--- src/rtl/hdip_pkg.sv ---
// Shared types, codes and constants for the HID descriptor item parser.
// No dependencies; every other file in rtl/ refers to this package by scoped name.
`timescale 1ns / 1ps

package hdip_pkg;

   // Default sizes of the field store, the collection store and the global stack
   localparam int MAX_FIELDS_DEF      = 128;
   localparam int MAX_COLLECTIONS_DEF = 16;
   localparam int STACK_LEVELS_DEF    = 8;

   // Widths of counts carried between modules, sized for the largest store
   localparam int FIELD_W = 11;   // holds up to 2047 field entries
   localparam int COLL_W  = 9;    // holds up to 511 collections

   // Item type codes (prefix bits 3:2)
   localparam logic [1:0] KIND_MAIN   = 2'd0;
   localparam logic [1:0] KIND_GLOBAL = 2'd1;
   localparam logic [1:0] KIND_LOCAL  = 2'd2;

   // Size code that means four data bytes
   localparam logic [1:0] SIZE_FOUR = 2'd3;

   // Main item tags
   localparam logic [3:0] TAG_INPUT      = 4'h8;
   localparam logic [3:0] TAG_OUTPUT     = 4'h9;
   localparam logic [3:0] TAG_COLLECTION = 4'hA;
   localparam logic [3:0] TAG_FEATURE    = 4'hB;

   // Global item tags
   localparam logic [3:0] TAG_USAGE_PAGE   = 4'h0;
   localparam logic [3:0] TAG_REPORT_COUNT = 4'h9;
   localparam logic [3:0] TAG_PUSH         = 4'hA;
   localparam logic [3:0] TAG_POP          = 4'hB;

   // Local item tags
   localparam logic [3:0] TAG_USAGE     = 4'h0;
   localparam logic [3:0] TAG_USAGE_MIN = 4'h1;
   localparam logic [3:0] TAG_USAGE_MAX = 4'h2;

   // Usage pages and usages of interest
   localparam logic [31:0] PAGE_DESKTOP   = 32'h01;
   localparam logic [31:0] PAGE_KEYBOARD  = 32'h07;
   localparam logic [31:0] PAGE_BUTTON    = 32'h09;
   localparam logic [31:0] PAGE_DIGITIZER = 32'h0D;
   localparam logic [31:0] USE_MOUSE      = 32'h02;
   localparam logic [31:0] USE_JOYSTICK   = 32'h04;
   localparam logic [31:0] USE_GAMEPAD    = 32'h05;
   localparam logic [31:0] USE_KEYBOARD   = 32'h06;
   localparam logic [31:0] AXIS_FIRST     = 32'h30;
   localparam logic [31:0] AXIS_LAST      = 32'h35;
   localparam int          AXIS_NUM       = 6;

   // Device type codes
   localparam logic [2:0] DEV_UNKNOWN     = 3'd0;
   localparam logic [2:0] DEV_KEYBOARD    = 3'd1;
   localparam logic [2:0] DEV_MOUSE       = 3'd2;
   localparam logic [2:0] DEV_JOYSTICK    = 3'd3;
   localparam logic [2:0] DEV_GAMEPAD     = 3'd4;
   localparam logic [2:0] DEV_TOUCHSCREEN = 3'd5;

   // Input word
   typedef struct packed {
      logic [7:0] descriptor_byte;
      logic       last_byte;
   } req_type;

   // Result word
   typedef struct packed {
      logic        done_res;
      logic [2:0]  device_type;
      logic [31:0] key_count;
      logic [31:0] button_count;
      logic [7:0]  axis_count;
      logic [7:0]  fields_stored;
      logic [4:0]  collections_stored;
      logic        truncated;
   } rsp_type;

   // One complete item, ready to execute
   typedef struct packed {
      logic        valid;
      logic [3:0]  tag;
      logic [1:0]  kind;
      logic [1:0]  size;
      logic [31:0] value;
   } item_type;

   // Global and local values saved by push
   typedef struct packed {
      logic [31:0] page;
      logic [31:0] usage;
      logic [31:0] count;
      logic [31:0] umin;
      logic [31:0] umax;
   } globals_type;

   // Tracker stage output: running counts plus the field entries just added
   typedef struct packed {
      logic               done;
      logic               trunc;
      logic [2:0]         device_type;
      logic [FIELD_W-1:0] fields;
      logic [COLL_W-1:0]  colls;
      logic [FIELD_W-1:0] add_n;
      logic [31:0]        count;
      logic               page_kbd;
      logic               page_btn;
      logic               page_desk;
      logic [31:0]        umin;
   } track_type;

   // Tally stage output: increments ready to add to the totals
   typedef struct packed {
      logic               done;
      logic               trunc;
      logic [2:0]         device_type;
      logic [FIELD_W-1:0] fields;
      logic [COLL_W-1:0]  colls;
      logic [31:0]        key_add;
      logic [31:0]        btn_add;
      logic [2:0]         axis_inc;
   } tally_type;

endpackage

--- src/rtl/hdip_item_gather.sv ---
// Item prefix decode and little-endian data gathering for the HID parser.
// Depends on hdip_pkg for the item and input word types.
`timescale 1ns / 1ps

module hdip_item_gather (
   input  logic              clock,
   input  logic              reset,
   input  logic              accept,
   input  hdip_pkg::req_type req_data,
   output hdip_pkg::item_type item,
   output logic              trunc
);

   logic [2:0]  pending_ff, pending_in;
   logic [7:0]  prefix_ff, prefix_in;
   logic [31:0] acc_ff, acc_in;
   logic [1:0]  pos_ff, pos_in;
   logic [31:0] acc_new;
   logic [7:0]  b;

   assign b       = req_data.descriptor_byte;
   assign acc_new = acc_ff | (32'(b) << {pos_ff, 3'b000});

   // Decode a prefix or collect one data byte
   always_comb begin
      pending_in = pending_ff;
      prefix_in  = prefix_ff;
      acc_in     = acc_ff;
      pos_in     = pos_ff;
      item       = '0;
      if (pending_ff == 3'd0) begin
         if (b[1:0] == 2'd0) begin
            item.valid = 1'b1;
            item.tag   = b[7:4];
            item.kind  = b[3:2];
            item.size  = b[1:0];
            item.value = '0;
         end else begin
            prefix_in  = b;
            pending_in = (b[1:0] == hdip_pkg::SIZE_FOUR) ? 3'd4 : {1'b0, b[1:0]};
            acc_in     = '0;
            pos_in     = '0;
         end
      end else begin
         acc_in     = acc_new;
         pos_in     = pos_ff + 2'd1;
         pending_in = pending_ff - 3'd1;
         if (pending_ff == 3'd1) begin
            item.valid = 1'b1;
            item.tag   = prefix_ff[7:4];
            item.kind  = prefix_ff[3:2];
            item.size  = prefix_ff[1:0];
            item.value = acc_new;
         end
      end
   end

   assign trunc = req_data.last_byte && (pending_in != 3'd0);

   // Advance on each accepted byte; drop back to reset after the last one
   always_ff @(posedge clock) begin
      if (reset) begin
         pending_ff <= '0;
         prefix_ff  <= '0;
         acc_ff     <= '0;
         pos_ff     <= '0;
      end else if (accept) begin
         if (req_data.last_byte) begin
            pending_ff <= '0;
            prefix_ff  <= '0;
            acc_ff     <= '0;
            pos_ff     <= '0;
         end else begin
            pending_ff <= pending_in;
            prefix_ff  <= prefix_in;
            acc_ff     <= acc_in;
            pos_ff     <= pos_in;
         end
      end
   end

endmodule

--- src/rtl/hdip_state_tracker.sv ---
// Item execution for the HID parser: globals, locals, push/pop stack, field and
// collection counts, device type. Registers one tracker word per accepted byte.
// Depends on hdip_pkg.
`timescale 1ns / 1ps

module hdip_state_tracker #(
   parameter int MAX_FIELDS      = hdip_pkg::MAX_FIELDS_DEF,
   parameter int MAX_COLLECTIONS = hdip_pkg::MAX_COLLECTIONS_DEF,
   parameter int STACK_LEVELS    = hdip_pkg::STACK_LEVELS_DEF
) (
   input  logic                 clock,
   input  logic                 reset,
   input  logic                 accept,
   input  logic                 last_byte,
   input  logic                 trunc,
   input  hdip_pkg::item_type   item,
   output hdip_pkg::track_type  track_data
);

   localparam int FTW = $clog2(MAX_FIELDS + 1);
   localparam int CTW = $clog2(MAX_COLLECTIONS + 1);
   localparam int SLW = $clog2(STACK_LEVELS + 1);
   localparam int SIW = (STACK_LEVELS > 1) ? $clog2(STACK_LEVELS) : 1;

   hdip_pkg::globals_type cur_ff, cur_in;
   hdip_pkg::globals_type saved_ff [STACK_LEVELS];
   logic [SLW-1:0] level_ff, level_in;
   logic [FTW-1:0] ft_ff, ft_in;
   logic [CTW-1:0] ct_ff, ct_in;
   logic [2:0]     type_ff, type_in;

   logic           is_main, is_global, is_local;
   logic           fields_item, push_ok, pop_ok;
   logic [FTW-1:0] room, n;
   logic [SIW-1:0] push_idx, pop_idx;
   logic [SLW-1:0] level_dec;

   assign is_main   = item.valid && (item.kind == hdip_pkg::KIND_MAIN);
   assign is_global = item.valid && (item.kind == hdip_pkg::KIND_GLOBAL);
   assign is_local  = item.valid && (item.kind == hdip_pkg::KIND_LOCAL);

   assign fields_item = is_main && ((item.tag == hdip_pkg::TAG_INPUT) ||
                                    (item.tag == hdip_pkg::TAG_OUTPUT) ||
                                    (item.tag == hdip_pkg::TAG_FEATURE));

   // Entries added: report count limited to the room left in the store
   assign room = FTW'(MAX_FIELDS) - ft_ff;
   assign n    = (cur_ff.count < 32'(room)) ? FTW'(cur_ff.count) : room;

   assign push_ok   = is_global && (item.tag == hdip_pkg::TAG_PUSH) &&
                      (level_ff < SLW'(STACK_LEVELS));
   assign pop_ok    = is_global && (item.tag == hdip_pkg::TAG_POP) && (level_ff != '0);
   assign level_dec = level_ff - SLW'(1);
   assign push_idx  = level_ff[SIW-1:0];
   assign pop_idx   = level_dec[SIW-1:0];

   // Execute the completed item
   always_comb begin
      cur_in   = cur_ff;
      level_in = level_ff;
      ft_in    = ft_ff;
      ct_in    = ct_ff;
      type_in  = type_ff;
      if (fields_item) begin
         ft_in = ft_ff + n;
      end
      if (is_main && (item.tag == hdip_pkg::TAG_COLLECTION) &&
          (ct_ff < CTW'(MAX_COLLECTIONS))) begin
         ct_in = ct_ff + CTW'(1);
         if (type_ff == hdip_pkg::DEV_UNKNOWN) begin
            if (cur_ff.page == hdip_pkg::PAGE_DESKTOP) begin
               priority if (cur_ff.usage == hdip_pkg::USE_KEYBOARD) type_in = hdip_pkg::DEV_KEYBOARD;
               else if (cur_ff.usage == hdip_pkg::USE_MOUSE)     type_in = hdip_pkg::DEV_MOUSE;
               else if (cur_ff.usage == hdip_pkg::USE_JOYSTICK)  type_in = hdip_pkg::DEV_JOYSTICK;
               else if (cur_ff.usage == hdip_pkg::USE_GAMEPAD)   type_in = hdip_pkg::DEV_GAMEPAD;
               else                                              type_in = hdip_pkg::DEV_UNKNOWN;
            end else if (cur_ff.page == hdip_pkg::PAGE_DIGITIZER) begin
               type_in = hdip_pkg::DEV_TOUCHSCREEN;
            end
         end
      end
      if (is_global) begin
         if (item.tag == hdip_pkg::TAG_USAGE_PAGE) begin
            cur_in.page = item.value;
         end else if (item.tag == hdip_pkg::TAG_REPORT_COUNT) begin
            cur_in.count = item.value;
         end else if (push_ok) begin
            level_in = level_ff + SLW'(1);
         end else if (pop_ok) begin
            level_in = level_dec;
            cur_in   = saved_ff[pop_idx];
         end
      end
      if (is_local) begin
         if (item.tag == hdip_pkg::TAG_USAGE) begin
            if (item.size != hdip_pkg::SIZE_FOUR) begin
               cur_in.usage = item.value;
            end else begin
               cur_in.page  = {16'h0000, item.value[31:16]};
               cur_in.usage = {16'h0000, item.value[15:0]};
            end
            cur_in.umin = cur_in.usage;
            cur_in.umax = cur_in.usage;
         end else if (item.tag == hdip_pkg::TAG_USAGE_MIN) begin
            cur_in.umin = item.value;
         end else if (item.tag == hdip_pkg::TAG_USAGE_MAX) begin
            cur_in.umax = item.value;
         end
      end
   end

   // Hold parser state; clear it after the last byte
   always_ff @(posedge clock) begin
      if (reset) begin
         cur_ff   <= '0;
         level_ff <= '0;
         ft_ff    <= '0;
         ct_ff    <= '0;
         type_ff  <= hdip_pkg::DEV_UNKNOWN;
      end else if (accept) begin
         if (last_byte) begin
            cur_ff   <= '0;
            level_ff <= '0;
            ft_ff    <= '0;
            ct_ff    <= '0;
            type_ff  <= hdip_pkg::DEV_UNKNOWN;
         end else begin
            cur_ff   <= cur_in;
            level_ff <= level_in;
            ft_ff    <= ft_in;
            ct_ff    <= ct_in;
            type_ff  <= type_in;
         end
      end
   end

   // Save globals on push
   always_ff @(posedge clock) begin
      if (accept && push_ok) begin
         saved_ff[push_idx] <= cur_ff;
      end
   end

   // Register the tracker word for the tally stage
   always_ff @(posedge clock) begin
      if (accept) begin
         track_data.done        <= last_byte;
         track_data.trunc       <= trunc;
         track_data.device_type <= type_in;
         track_data.fields      <= hdip_pkg::FIELD_W'(ft_in);
         track_data.colls       <= hdip_pkg::COLL_W'(ct_in);
         track_data.add_n       <= fields_item ? hdip_pkg::FIELD_W'(n) : '0;
         track_data.count       <= cur_ff.count;
         track_data.page_kbd    <= (cur_ff.page == hdip_pkg::PAGE_KEYBOARD);
         track_data.page_btn    <= (cur_ff.page == hdip_pkg::PAGE_BUTTON);
         track_data.page_desk   <= (cur_ff.page == hdip_pkg::PAGE_DESKTOP);
         track_data.umin        <= cur_ff.umin;
      end
   end

endmodule

--- src/rtl/hdip_tally.sv ---
// Key, button and axis totals for the HID parser, plus the result register.
// Two stages: product and axis hits, then accumulate. Depends on hdip_pkg.
`timescale 1ns / 1ps

module hdip_tally #(
   parameter int MAX_FIELDS = hdip_pkg::MAX_FIELDS_DEF
) (
   input  logic                clock,
   input  logic                reset,
   input  logic                track_valid,
   input  hdip_pkg::track_type track_data,
   output logic                track_ready,
   output logic                rsp_valid,
   input  logic                rsp_ready,
   output hdip_pkg::rsp_type   rsp_data
);

   localparam int FTW = $clog2(MAX_FIELDS + 1);

   hdip_pkg::tally_type tally_ff;
   logic                tally_valid_ff;
   logic                rsp_valid_ff;
   logic [31:0]         keys_ff, keys_in;
   logic [31:0]         btns_ff, btns_in;
   logic [FTW-1:0]      axes_ff, axes_in;

   logic                out_load, tally_load;
   logic [31:0]         n_ext, product;
   logic [hdip_pkg::AXIS_NUM-1:0] axis_hit;

   // Stall handshake: each stage loads when empty or when it drains
   assign out_load    = !rsp_valid_ff || rsp_ready;
   assign tally_load  = !tally_valid_ff || out_load;
   assign track_ready = tally_load;

   // Product of entries and report count, mod 2^32
   assign n_ext   = 32'(track_data.add_n);
   assign product = n_ext * track_data.count;

   // Flag each X..Rz usage that falls inside the added usage range
   always_comb begin
      for (int k = 0; k < hdip_pkg::AXIS_NUM; k++) begin
         axis_hit[k] = track_data.page_desk &&
                       ((hdip_pkg::AXIS_FIRST + 32'(k) - track_data.umin) < n_ext);
      end
   end

   always_ff @(posedge clock) begin
      if (tally_load && track_valid) begin
         tally_ff.done        <= track_data.done;
         tally_ff.trunc       <= track_data.trunc;
         tally_ff.device_type <= track_data.device_type;
         tally_ff.fields      <= track_data.fields;
         tally_ff.colls       <= track_data.colls;
         tally_ff.key_add     <= track_data.page_kbd ? product : '0;
         tally_ff.btn_add     <= track_data.page_btn ? product : '0;
         tally_ff.axis_inc    <= 3'($countones(axis_hit));
      end
   end

   // Accumulate totals
   assign keys_in = keys_ff + tally_ff.key_add;
   assign btns_in = btns_ff + tally_ff.btn_add;
   assign axes_in = axes_ff + FTW'(tally_ff.axis_inc);

   // Advance valid bits; clear totals after the last word
   always_ff @(posedge clock) begin
      if (reset) begin
         tally_valid_ff <= 1'b0;
         rsp_valid_ff   <= 1'b0;
         keys_ff        <= '0;
         btns_ff        <= '0;
         axes_ff        <= '0;
      end else begin
         if (tally_load) begin
            tally_valid_ff <= track_valid;
         end
         if (out_load) begin
            rsp_valid_ff <= tally_valid_ff;
            if (tally_valid_ff) begin
               if (tally_ff.done) begin
                  keys_ff <= '0;
                  btns_ff <= '0;
                  axes_ff <= '0;
               end else begin
                  keys_ff <= keys_in;
                  btns_ff <= btns_in;
                  axes_ff <= axes_in;
               end
            end
         end
      end
   end

   // Result register
   always_ff @(posedge clock) begin
      if (out_load && tally_valid_ff) begin
         rsp_data.done_res           <= tally_ff.done;
         rsp_data.device_type        <= tally_ff.device_type;
         rsp_data.key_count          <= keys_in;
         rsp_data.button_count       <= btns_in;
         rsp_data.axis_count         <= 8'(axes_in);
         rsp_data.fields_stored      <= 8'(tally_ff.fields);
         rsp_data.collections_stored <= 5'(tally_ff.colls);
         rsp_data.truncated          <= tally_ff.trunc;
      end
   end

   assign rsp_valid = rsp_valid_ff;

endmodule

--- src/rtl/hid_descriptor_item_parser.sv ---
// Top level of the HID report descriptor item parser.
// Instantiates hdip_item_gather, hdip_state_tracker and hdip_tally; uses hdip_pkg.
`timescale 1ns / 1ps
//
//   channel   ports                            word
//   -------   ------------------------------   -------------------------------
//   input     req_valid, req_ready, req_data   one descriptor byte, last flag
//   result    rsp_valid, rsp_ready, rsp_data   running totals, one per byte
//
// One descriptor byte is accepted per cycle while req_ready is high; each gives one
// result word after the tracker register, tally register and result register.
// The multiply of entries by report count sits in the tally stage, beside the axis checks.
// Synchronous active-high reset clears parser state, totals and valid bits.
// A stalled result holds only the result register; earlier stages keep
// filling until every stage holds a word, then req_ready drops.

module hid_descriptor_item_parser #(
   parameter int MAX_FIELDS      = hdip_pkg::MAX_FIELDS_DEF,
   parameter int MAX_COLLECTIONS = hdip_pkg::MAX_COLLECTIONS_DEF,
   parameter int STACK_LEVELS    = hdip_pkg::STACK_LEVELS_DEF
) (
   input  logic              clock,
   input  logic              reset,
   input  logic              req_valid,
   output logic              req_ready,
   input  hdip_pkg::req_type req_data,
   output logic              rsp_valid,
   input  logic              rsp_ready,
   output hdip_pkg::rsp_type rsp_data
);

   hdip_pkg::item_type  item;
   hdip_pkg::track_type track_data;
   logic                trunc;
   logic                accept;
   logic                track_valid_ff;
   logic                track_ready;

   assign req_ready = !track_valid_ff || track_ready;
   assign accept    = req_valid && req_ready;

   hdip_item_gather u_gather (
      .clock    (clock),
      .reset    (reset),
      .accept   (accept),
      .req_data (req_data),
      .item     (item),
      .trunc    (trunc)
   );

   hdip_state_tracker #(
      .MAX_FIELDS      (MAX_FIELDS),
      .MAX_COLLECTIONS (MAX_COLLECTIONS),
      .STACK_LEVELS    (STACK_LEVELS)
   ) u_tracker (
      .clock      (clock),
      .reset      (reset),
      .accept     (accept),
      .last_byte  (req_data.last_byte),
      .trunc      (trunc),
      .item       (item),
      .track_data (track_data)
   );

   // Track valid bit of the tracker register
   always_ff @(posedge clock) begin
      if (reset) begin
         track_valid_ff <= 1'b0;
      end else if (req_ready) begin
         track_valid_ff <= req_valid;
      end
   end

   hdip_tally #(
      .MAX_FIELDS (MAX_FIELDS)
   ) u_tally (
      .clock       (clock),
      .reset       (reset),
      .track_valid (track_valid_ff),
      .track_data  (track_data),
      .track_ready (track_ready),
      .rsp_valid   (rsp_valid),
      .rsp_ready   (rsp_ready),
      .rsp_data    (rsp_data)
   );

   // Field count in the tracker register never passes the store size
   a_fields_capped: assert property (@(posedge clock) disable iff (reset)
      track_valid_ff |-> (track_data.fields <= hdip_pkg::FIELD_W'(MAX_FIELDS)))
      else $error("field count above store size");

   // Collection count never passes the store size
   a_colls_capped: assert property (@(posedge clock) disable iff (reset)
      track_valid_ff |-> (track_data.colls <= hdip_pkg::COLL_W'(MAX_COLLECTIONS)))
      else $error("collection count above store size");

   // An accepted byte lands in the tracker register with its last flag
   a_track_load: assert property (@(posedge clock) disable iff (reset)
      accept |=> (track_valid_ff && (track_data.done == $past(req_data.last_byte))))
      else $error("tracker word lost or last flag wrong");

   // Truncation is only flagged on the last word
   a_trunc_done: assert property (@(posedge clock) disable iff (reset)
      (track_valid_ff && track_data.trunc) |-> track_data.done)
      else $error("truncation flagged on a word that is not last");

endmodule
--- config.mk ---
export PLATFORM = sky130hd
export DESIGN_NAME = hid_descriptor_item_parser
export DESIGN_NICKNAME = d
export VERILOG_FILES = /design/src/rtl/hdip_pkg.sv /design/src/rtl/hdip_item_gather.sv /design/src/rtl/hdip_state_tracker.sv /design/src/rtl/hdip_tally.sv /design/src/rtl/hid_descriptor_item_parser.sv
export SDC_FILE = /design/constraint.sdc
export NUM_CORES = 2
export LEC_CHECK = 0
export ABC_CLOCK_PERIOD_IN_PS = 17550
export BUFFER_PORTS_ARGS = -buffer_cell sky130_fd_sc_hd__buf_4
export CAP_MARGIN = 20
export CORE_MARGIN = 2
export CORE_UTILIZATION = 63
export DETAILED_ROUTE_END_ITERATION = 10
export PLACE_DENSITY = 0.79
export SKIP_LAST_GASP = 1
export SLEW_MARGIN = 20
export SYNTH_ARGS = -nofsm -noshare
export SYNTH_HDL_FRONTEND = slang
export SYNTH_HIERARCHICAL = 1
export SYNTH_SLANG_ARGS = --single-unit
--- constraint.sdc ---
create_clock -name clock -period 17.55 [get_ports clock]
set_input_delay 0.8775 -clock clock [delete_from_list [all_inputs] [get_ports clock]]
set_output_delay 0.8775 -clock clock [all_outputs]
set_load 0.01 [all_outputs]
# --- Yosys cells after proc, flatten, opt, wreduce, memory -nomap -nowiden ---
# Memory sizes are Yosys's and may differ from the RTL's.
# Cells that the tools add are included.
# Widths: inputs -> output; s select.
word_totals:
  mem_count: 1
  ram_bits: 1280
  ff_bits: 571
  elab_cells: 209
  input_bits: 13
  out_inout_bits: 92
op_classes:
  n_addsub: 21
  eq_ne: 24
  bitwise_logic: 1
  mul: 1
  order_cmp: 9
  shift: 1
  mux: 59
  reduce_logical: 45
memory_table:
  columns: ["memory", "depth", "word_bits", "read_ports", "rd_clocked_by_memory_dff", "wr", "line", "text"]
  rows:
  - ["u_tracker.saved_ff", 8, 160, 1, 0, 1, "hdip_state_tracker.sv:26", "hdip_pkg::globals_type saved_ff [STACK_LEVELS];"]
ops:
  columns: ["cell", "count"]
  rows:
  - ["$mux 160", 4]
  - ["$mux 32", 12]
  - ["$mux 64", 6]
  - ["$lt 32x11->1", 6]
  - ["$sub 6x32->32 const A", 6]
  - ["$eq 32x3->1 const B", 4]
  - ["$mux 128", 1]
  - ["$mux 41", 3]
  - ["$add 32x32->32", 2]
  - ["$eq 32x4->1 const B", 2]
  - ["$mux 8", 7]
  - ["$mux 3", 13]
  - ["$eq 32x1->1 const B", 1]
  - ["$eq 32x2->1 const B", 1]
  - ["$lt 32x8->1", 1]
  - ["$mul 11x32->32", 1]
  - ["$or 32x32->32", 1]
  - ["$shl 8x5->32", 1]
  - ["$mux 4", 6]
  - ["$logic_and 1x1->1", 21]
  - ["$eq 4x4->1 const B", 4]
  - ["$mux 5", 2]
  - ["$reduce_and 5->1", 2]
  - ["$reduce_bool 3->1", 3]
  - ["30 further kinds", 51]

# --- Logic depth before layout (Yosys ltp) ---
logic_depth:
  ltp_word: 18
  ltp_mapped: 23
  mapped_depth_nobuf: 22

# --- Hierarchy ---
# The synthesis kept the hierarchy.
by_module_without_submodules:
  columns: ["module", "seq_area_each_um2", "n_inst", "cells_each", "area_per_inst_um2"]
  rows:
  - ["hdip_state_tracker", 36505.0, 1, 2872, 49936.6]
  - ["hdip_tally", 6736.5, 1, 2668, 24758.7]
  - ["hdip_item_gather", 900.9, 1, 328, 2416.1]
  - ["hid_descriptor_item_parser", 20.0, 1, 5, 55.1]

# --- Worst setup path before layout ---
# Ideal clock, no wire load.
synth_path:
  kind: "input port to flip-flop"
  startpoint: "input rsp_ready"
  endpoint: "memory u_tracker/saved_ff[4][100] (netlist name) (enable)"
  arrival_time_ns: 12.084
  path_slack_ns: 4.667
  path_buffers: 2
  setup_ns: 0.798
  t_required_ns: 16.752
  stages: 8
  cell_sequence: "nor2b_1 nand2_1 nand2b_4 and2_4 clkbuf_1 buf_1 nand3_1 nor3b_1"
synth_between:
  elab_chain_cells: 7
synth_lines:
  columns: ["element", "line", "text"]
  rows:
  - ["start, declared", "hid_descriptor_item_parser.sv:28", "input logic rsp_ready,"]
  - ["$logic_or 1x1->1", "hdip_tally.sv:32", "assign out_load = !rsp_valid_ff || rsp_ready;"]
  - ["$logic_or 1x1->1", "hdip_tally.sv:33", "assign tally_load = !tally_valid_ff || out_load;"]
  - ["net track_ready", "hid_descriptor_item_parser.sv:37", "logic track_ready;"]
  - ["$logic_or 1x1->1", "hid_descriptor_item_parser.sv:39", "assign req_ready = !track_valid_ff || track_ready;"]
  - ["net req_ready", "hid_descriptor_item_parser.sv:25", "output logic req_ready,"]
  - ["$logic_and 1x1->1", "hid_descriptor_item_parser.sv:40", "assign accept = req_valid && req_ready;"]
  - ["net accept", "hid_descriptor_item_parser.sv:35", "logic accept;"]
  - ["$logic_and 1x1->1", "hdip_state_tracker.sv:139", "if (accept && push_ok) begin"]
  - ["$mux 1", "hdip_state_tracker.sv:139", null]
  - ["$mux 1 (implied by the code)", "hdip_state_tracker.sv:140", "saved_ff[push_idx] <= cur_ff;"]
  - ["end, declared", "hdip_state_tracker.sv:26", null]
# The timed path passes the listed nets, and every way through them passes these cells.

# --- Final worst setup path ---
layout_path:
  startpoint: "register u_tracker/track_data[72] (netlist name)"
  endpoint: "register u_tally/tally_ff[60] (netlist name) (data pin)"
layout_between:
  elab_chain_cells: 1
layout_lines:
  columns: ["element", "line", "text"]
  rows:
  - ["$mul 11x32->32", "hdip_tally.sv:38", "assign product = n_ext * track_data.count;"]
  - ["end, declared", "hdip_tally.sv:20", "hdip_pkg::tally_type tally_ff;"]
# Every way passes these cells.
# A chain may end at the register's enable or synchronous reset.

==> metrics.txt <==
status=completed; Clock power frac=0.401; Root Driver=clkbuf_16; Worst-Skew Late Latency=810 ps; hold buffers post-CTS=0; grt total ovfl=0; hold path depth=3; Max-cap violations=0; reg2reg start=u_tracker/track_data[72]$_SDFFCE_PN0P_; path depth of the worst reg2reg path=18; largest net degree at the start of global routing=113; area occupied by multi-input gates=30690 um^2; htree depth=4; proportion of layout cells with a drive suffix above 1=0.1307; Max IR drop VDD=107.6 uV; Seq pwr share=0.482; RSZ-0062 raised after global routing=false; Mapped Area=77110 um^2; first-pass GRT wire length=303.8 mm; Top Ports=105; WS Path Type=register to register; reg2reg setup slack=10810 ps; P_leak=32.15 nW; Num CTS Buffers=151; Die Area=125200 um^2; post-cts resize count=0; crit path cell chain=nand2_1 > fa_1 > inv_1 > fa_1 > fa_1 > fa_1 > inv_1 > fa_1 > inv_1 > ha_1 > and2_1 > nand3_1 > a2111oi_0 > o21ai_0 > o21ai_0 > a21boi_0 > xnor2_1 > and2_1; Ys Warns=6; CTS max path bufs=3; Internal Power=6.383 mW; switch share=0.2444; Hold Crit Class=input pin to register; most frequent cells in the layout=edfxtp_1, nand2_1, nor2_1, a21oi_1, dfxtp_1; die outline height=353.9 um; crit-path max FO=28; DR iter-0 viols=6161; die width=353.9 um; period utilization=0.3839; Critical Path AT=7250 ps; final worst setup slack=10810 ps; Rel. slew slack=0.1620; CTS tree=yes; Residual DRC=0; CP endpoint kind=register; Initial Utilization=0.6344; P per Cell Area=99.63 nW/um^2; most common cell after layout, fill and taps aside=edfxtp_1; non-filler cells, final=7633; Antenna Nets Post-Route=0; post-DP HPWL=123.8 mm; # rows=128; # Post-CTS Setup Buffers=0; Antenna Cells=0; DR pass1 iterations=6; final setup violation count=0; total track usage=0.3212; dpl ws=10910 ps; via count=50140; most frequent cell on the critical path=fa_1; fin crit period=6737 ps; synthesized area per cell=13.15 um^2; Final Max Slew Viols=0; mean routed wirelength per cell=26.39 um; Port Buf Inserts=104; Hold EP=track_valid_ff$_SDFFE_PP0P_; CP max stage cell=edfxtp_1; CP top delay family=adder cells; final worst clock skew=44.89 ps; Worst Max-Slew Pin Slew=1252 ps; Final nets=6319; CP startpoint kind=register; Via density=6.568; Worst Path Buf+Inv=3; sequential cell area=44170 um^2; Psw=2.064 mW; fmax=0.1484 GHz; Setup TNS Final=0 ps; core area=121600 um^2; Area Overhead vs Synth=9.946%; PnR Total Power=8.447 mW; CTS Sinks=1560; Post-Syn Instances=5866; Filler Cells Inserted=7864; Post-Route Utilization=0.6975; Req. time, crit path=18060 ps; Comb power frac=0.116; initial antenna violation count=2; Largest stage delay, worst path=1040 ps; final WL=201.4 mm; routability cong.=0.9696; placed instance count=7347; RR Endpoint=u_tally/tally_ff[60]$_SDFFCE_PN0P_; clk slew on worst S/H paths=70 ps; Hold Vio Cnt, Final=0; Hold Crit Start=req_valid; vias in the first global route=49810
==> worst min-delay path, cell delays in order <==
cell and delay (ps):
buf_4 110, inv_1 60, a21oi_2 50
==> flip-flops by register name (all words and copies together) (netlist names) <==
register                count
u_tally/tally_ff           85
u_gather/pos_ff             2
track_valid_ff              1
u_gather/prefix_ff          8
u_tracker/ft_ff             8
u_tally/axes_ff             8
u_tally/keys_ff            32
u_tracker/type_ff           3
u_tracker/ct_ff             5
u_tracker/level_ff          4
u_tally/rsp_valid           1
u_tally/tally_valid_ff      1
u_tracker/track_data       93
u_tally/btns_ff            32
u_gather/acc_ff            32
u_tracker/saved_ff       1024
u_tracker/cur_ff          128
u_gather/pending_ff         3
u_tally/rsp_data           90
==> final cells by class <==
| type | instances | share of cell area |
|---|---|---|
| Sequential cell | 1560 | 0.5209 |
| Multi-Input combinational cell | 3702 | 0.3620 |
| Clock buffer | 210 | 0.04979 |
| Tap cell | 1625 | 0.02398 |
| Timing Repair Buffer | 199 | 0.01914 |
| Clock inverter | 73 | 0.01241 |
| Inverter | 264 | 0.01172 |
==> worst max path at each step <==
| stage | slack [ps] | end | startpoint | depth (start not counted) |
|---|---|---|---|---|
| final | 10810 | u_tally/tally_ff[60]$_SDFFCE_PN0P_ | u_tracker/track_data[72]$_SDFFCE_PN0P_ | 18 |
| after global routing | 10280 | u_tally/tally_ff[60]$_SDFFCE_PN0P_ | u_tracker/track_data[72]$_SDFFCE_PN0P_ | 18 |
| after CTS | 10800 | u_tally/tally_ff[60]$_SDFFCE_PN0P_ | u_tracker/track_data[71]$_SDFFCE_PN0P_ | 18 |
| after detailed placement | 10910 | u_tally/tally_ff[60]$_SDFFCE_PN0P_ | u_tracker/track_data[71]$_SDFFCE_PN0P_ | 18 |
| after global placement | 10930 | u_tally/tally_ff[60]$_SDFFCE_PN0P_ | u_tracker/track_data[71]$_SDFFCE_PN0P_ | 18 |
| after floorplan | 4670 | u_tracker/saved_ff[4][100]$_DFFE_PP_ | rsp_ready | 8 |
==> layer usage <==
layer / vias to the layer above / part of all wire / GRT usage
li1: 21590 / - / -
met1: 25200 / 0.38 / 0.4331
met2: 2846 / 0.47 / 0.5126
met3: 501 / 0.096 / 0.06010
met4: 0 / 0.047 / 0.1477
met5: - / 0 / 0
==> metrics by stage <==
step                      hold slack (ps)  cell area [um^2]
after global placement              402.8             79410
after CTS                           334.4             84720
final                               367.6             84780
after global routing                360.2             84780
after floorplan                     400.3             77120
after detailed placement            404.5             79440
==> power groups by stage <==
| stage | clock network, mW | logic, mW | registers, mW |
|---|---|---|---|
| detailed placement | 0 | 0.959 | 4.15 |
| global route | 3.57 | 1.08 | 4.07 |
| finish | 3.39 | 0.983 | 4.07 |
| CTS | 3.43 | 0.965 | 4.07 |
| floorplan | 0 | 0.717 | 4.13 |
| global placement | 0 | 0.938 | 4.15 |
(Power assumes the default switching activity.)
